### config.mk
export PLATFORM = sky130hd
export DESIGN_NAME = rrg_merge
export DESIGN_NICKNAME = d
export VERILOG_FILES = /design/src/rtl/rrg_pkg.sv /design/src/rtl/rrg_merge.sv
export SDC_FILE = /design/constraint.sdc
export NUM_CORES = 1
export LEC_CHECK = 0
export BUFFER_PORTS_ARGS = -buffer_cell sky130_fd_sc_hd__buf_2
export CAP_MARGIN = 5
export CORE_UTILIZATION = 45
export DETAILED_ROUTE_END_ITERATION = 7
export GPL_TIMING_DRIVEN = 0
export PLACE_DENSITY_LB_ADDON = 0.08
export SYNTH_ARGS = -nofsm -noshare
export SYNTH_HDL_FRONTEND = slang
export SYNTH_SLANG_ARGS = --single-unit
export TNS_END_PERCENT = 1
### constraint.sdc
create_clock -name aclk -period 15 [get_ports aclk]
set_clock_uncertainty 0.1 [all_clocks]
set_input_delay 0 -clock aclk [delete_from_list [all_inputs] [get_ports aclk]]
set_output_delay 0 -clock aclk [all_outputs]
set_load 0.03 [all_outputs]
### src/rtl/rrg_pkg.sv
package rrg_pkg;

    localparam int MAX_CH    = 4;
    localparam int LOG_STEPS = 16;
    localparam int CFG_IW    = 3;
    localparam int CFG_DW    = 32;

    typedef enum logic [CFG_IW-1:0] {
        REG_IN_LOW,
        REG_IN_HIGH,
        REG_OUT_LOW,
        REG_OUT_HIGH,
        REG_GAMMA,
        REG_CLAMP,
        REG_BYPASS
    } reg_idx_t;

    typedef struct packed {
        logic signed [31:0] in_low;
        logic signed [31:0] in_high;
        logic signed [31:0] out_low;
        logic signed [31:0] out_high;
        logic [30:0]        gamma_value;
        logic               clamp_enable;
        logic               bypass;
    } cfg_t;

    localparam cfg_t CFG_RESET = '{
        in_low:       32'sd0,
        in_high:      32'sd65536,
        out_low:      32'sd0,
        out_high:     32'sd65536,
        gamma_value:  31'd65536,
        clamp_enable: 1'b0,
        bypass:       1'b0
    };

    // floor square root, elaboration use only
    function automatic logic [63:0] isqrt64(input logic [63:0] n_in);
        logic [63:0] n;
        logic [63:0] res;
        logic [63:0] b;
        n   = n_in;
        res = '0;
        for (int i = 31; i >= 0; i--) begin
            b = 64'd1 << (2 * i);
            if (n >= res + b) begin
                n   = n - (res + b);
                res = (res >> 1) + b;
            end else begin
                res = res >> 1;
            end
        end
        return res;
    endfunction

    // 2^(2^-k) with 30 fraction bits
    function automatic logic [30:0] root_const(input int k);
        logic [63:0] c;
        c = isqrt64(64'd1 << 61);
        for (int j = 2; j <= k; j++) begin
            c = isqrt64(c << 30);
        end
        return c[30:0];
    endfunction

endpackage

### src/rtl/rrg_merge.sv
module rrg_merge
    import rrg_pkg::*;
#(
    parameter int CHANNELS = 4
) (
    input  logic                aclk,
    input  logic                aresetn,
    input  logic [CHANNELS-1:0] lane_vld,
    input  logic signed [31:0]  lane_res [CHANNELS],
    input  logic                m_ready,
    output logic                en,
    output logic                m_valid,
    output logic signed [31:0]  m_data [MAX_CH]
);

    logic               arrive;
    logic               o_vld_reg;
    logic               sk_vld_reg;
    logic signed [31:0] o_data_reg  [CHANNELS];
    logic signed [31:0] sk_data_reg [CHANNELS];
    logic               o_vld_next;
    logic               sk_vld_next;
    logic               take_out;

    // lanes advance only while the skid slot is free
    assign en       = !sk_vld_reg;
    assign arrive   = en && (&lane_vld);
    assign take_out = !o_vld_reg || m_ready;

    always_comb begin
        o_vld_next  = o_vld_reg;
        sk_vld_next = sk_vld_reg;
        if (take_out) begin
            o_vld_next  = sk_vld_reg || arrive;
            sk_vld_next = 1'b0;
        end else if (arrive) begin
            sk_vld_next = 1'b1;
        end
    end

    always_ff @(posedge aclk) begin
        if (!aresetn) begin
            o_vld_reg  <= 1'b0;
            sk_vld_reg <= 1'b0;
        end else begin
            o_vld_reg  <= o_vld_next;
            sk_vld_reg <= sk_vld_next;
        end
    end

    always_ff @(posedge aclk) begin
        for (int j = 0; j < CHANNELS; j++) begin
            if (take_out) begin
                o_data_reg[j] <= sk_vld_reg ? sk_data_reg[j] : lane_res[j];
            end else if (arrive) begin
                sk_data_reg[j] <= lane_res[j];
            end
        end
    end

    assign m_valid = o_vld_reg;

    genvar i;
    for (i = 0; i < MAX_CH; i++) begin : g_out
        if (i < CHANNELS) begin : g_used
            assign m_data[i] = o_data_reg[i];
        end else begin : g_unused
            assign m_data[i] = '0;
        end
    end

    a_skid_implies_out: assert property (@(posedge aclk) disable iff (!aresetn)
        sk_vld_reg |-> o_vld_reg)
        else $error("skid holds a beat while output is empty");

    a_skid_fill_on_stall: assert property (@(posedge aclk) disable iff (!aresetn)
        $rose(sk_vld_reg) |-> $past(o_vld_reg && !m_ready))
        else $error("skid filled without an output stall");

    a_skid_drain: assert property (@(posedge aclk) disable iff (!aresetn)
        (sk_vld_reg && m_ready) |=> (o_vld_reg && !sk_vld_reg))
        else $error("skid beat not moved to output");

endmodule

==> summary.txt <==
Timing
  • RSZ-0062 raised after global routing: false
  • Setup TNS: 0 ns
  • Worst Max-Slew Pin Slew: 0.792 ns
  • Worst setup margin: around 12 ns
  • Final period util: 0.218
  • Fmax: 306 MHz
  • Minimum hold slack: 0.0945 ns
  • Final Hold Fails: 0
  • Max-slew headroom: 0.469
  • Minimum clock period: 3.26 ns
  • Slew Limit Fails: 0
  • Final Setup Violations: 0

Synthesis
  • Multiplexer share of the synthesized area: 0.182
  • Yosys warning count: 0
  • Cells taking the most area after synthesis: edfxtp_1 79%, mux2_4 13%, mux2_2 4.8%, buf_6 1.2%, dfxtp_1 0.41%
  • Sequential area share after synthesis: 0.797
  • Post-Syn Instances: 408
  • Post-synthesis average cell area: 23.8 µm²
  • Mapped cell area: 9690 µm²
  • Post-synth EDFFs: 256
  • Top FF cell, synth: edfxtp_1
  • Yosys reg bits: 258
  • Most common cell in the netlist: edfxtp_1
  • Adder-cell share of the synthesized area: 0
  • Count of cell types in the netlist: 13
  • Asr flop ratio synth: 0
  • Commonest cells post-synth: 256 x edfxtp_1, 87 x mux2_4, 41 x mux2_2, 10 x buf_6, 5 x buf_2
  • Synth top area share: 0.793
  • Largest area contributor in the netlist: edfxtp_1
  • Largest family of logic cells by synthesized area: multiplexers
  • Mapped Nets: 543
  • Synth Area in Compound Gates: 0.00245
  • XOR/XNOR share of the synthesized area: 0
  • Synth Area in Simple Gates: 0.00310

Power and ir drop
  • Max VDD drop: 0.0948 mV
  • Sequential Power Share: 0.512
  • Switching Fraction: 0.212
  • Clock power share: 0.400
  • Pwr Density: 116 nW/µm²
  • Sw Pwr: about 0.34 mW
  • Internal power: 1.26 mW
  • Comb power frac: 0.088
  • Leakage: 5.48 nW

Detailed routing
  • Remaining antenna violation count: 0
  • DRC viols: 0
  • DR vias: approximately 5,400
  • DRT Pass-1 Iters: 4
  • DR iter-0 viols: 193
  • Total Wirelength: between 20 and 25 mm
  • Via-per-instance ratio: 4.74
  • Drt wl/cell: between 15 and 20 µm

Clocking
  • Root buf cell: clkbuf_16
  • CTS buffer count: 27
  • H-Tree Depth: 1
  • CTS tree: built
  • Setup Fix Bufs, Post-CTS: 0
  • Clock latency on the worst-skew pair: between 0.5 and 0.6 ns
  • Post-CTS sizing: 0
  • Clock-pin slew on the worst setup and hold paths: around 0.06 ns
  • Longest Clk Path Bufs: 3
  • Clock Sinks: between 200 and 300

Setup path
  • Endpoint class of the critical path: register
  • WP data arrival: 3.39 ns
  • Crit path from: m_valid
  • Crit Path Max Fanout: 64
  • Worst reg2reg startpoint: m_valid
  • RR Endpoint: sk_data_reg[0][21]
  • Reg2reg setup slack: 11.74 ns
  • CP Launch Type: register
  • Critical path class: register to register
  • Worst r2r path cells: 10
  • Crit path capture: sk_data_reg[0][21]
  • Worst EP required: 15.13 ns

Min path
  • Worst Hold Class: input pin to register
  • Hold_sp: lane_res[120]

Die
  • Row Count: 53
  • Die width: ~150 µm
  • Die footprint: 22,100 µm²
  • Initial Utilization: 0.460
  • Die H: 149 µm
  • Io pins: 265
  • Core ar.: 21,100 µm²

Layout
  • Proportion of layout cells with a drive suffix above 1: 0.530
  • Fillcell total: 1,512
  • Nets: roughly 990
  • Post-Layout Inst Area: 13,800 µm²
  • P&R area growth vs syn: 42.1%
  • Core Util, Final: 0.653

Global route
  • Vias in the first global route: 5,858
  • Initial antenna violation count: 1
  • Largest net degree at the start of global routing: 65
  • Total track usage: 0.184
  • Congestion Overflow GR: 0
  • Global-route wire length before repair: roughly 31 mm

Status
  • Status: complete, no violations

Placed design
  • Gpl congestion: 0.715
  • Dpl ws: between 10 and 15 ns
  • I/O Buffers: about 260
  • HPWL Detailed: 13.2 mm
  • Placed Instance Area: between 10,000 and 15,000 µm²

Run
  • Max Cap Violations: 0
power groups by stage:
stage	clock network (mW)	logic, mW	registers [mW]
6_report	0.640	0.142	0.819
5_1_grt	0.681	0.149	0.820
4_1_cts	0.656	0.142	0.819
3_5_place_dp	0	0.113	0.834
3_3_place_gp	0	0.110	0.835
2_1_floorplan	0	0.0235	0.879
kinds of logic (layout without fill, tap and decap cells):
group,after synthesis,in the layout
muxes,128,128
DFF,258,258
buffers and inverters,16,479
and+or+nand+nor,4,4
other,0,1
AOI/OAI and AO/OA,2,2
worst min-delay path by stage:
stage                               to  slack [ns]  cells after the start
global route        sk_data_reg[0][24]        0.09                      2
floorplan            sk_data_reg[0][0]      -0.001                      0
finish              sk_data_reg[0][24]        0.09                      2
global placement     sk_data_reg[0][8]        0.09                      1
detailed placement  sk_data_reg[0][13]        0.09                      1
CTS                 sk_data_reg[0][10]        0.08                      2
per-layer routing:
layer  global-route usage  routed length [µm]  vias up
li1                     -                   -     2530
met2                0.324               10500      196
met3               0.0483                1350       54
met5                    0                   0        -
met1                0.215                8000     2660
met4               0.0694                 751        0
cell type report:
type,count,area [µm²],share of cell area
diodes,1,2.50,0.000182
plain buffers,15,138,0.00999
clock buffers,31,691,0.0501
clock inverters,18,156,0.0114
inverters,1,3.75,0.000273
multi-input cells,134,1830,0.133
flip-flops and latches,258,7730,0.561
well taps,275,344,0.0250
repair buffers,414,2880,0.209
repair_timing:
action,4_1_cts,5_1_grt
setup endpoints to repair,0,0
hold buffers,135,0
endpoints found under the hold margin,274,0
placed cells by master, fill, tap and decap left out, types with 2 or more instances in the layout:
master         netlist  final
buf_2                5    269
edfxtp_1           256    256
dlygate4sd3_1        0    135
mux2_4              87     87
mux2_2              41     41
clkbuf_16            0     27
buf_6               10     22
clkinv_1             0      9
clkinv_2             0      5
clkbuf_1             0      4
bufinv_16            0      3
buf_16               0      2
dfxtp_1              2      2
critical path: stages (launching register included):
cell	delay, ns
dfxtp_1	0.39
nand2b_4	0.15
buf_16	0.24
buf_16	0.24
nor3_2	0.68
buf_6	0.25
buf_6	0.16
buf_6	0.17
buf_6	0.18
buf_6	0.18
buf_6	0.18
through the flow:
stage | instances | power (mW)
6_report | 1147 | 1.60
5_1_grt | 1147 | 1.65
4_1_cts | 1146 | 1.62
3_5_place_dp | 962 | 0.947
3_3_place_gp | 947 | 0.945
2_1_floorplan | 408 | 0.902
Power figures use the tool's default switching activity.
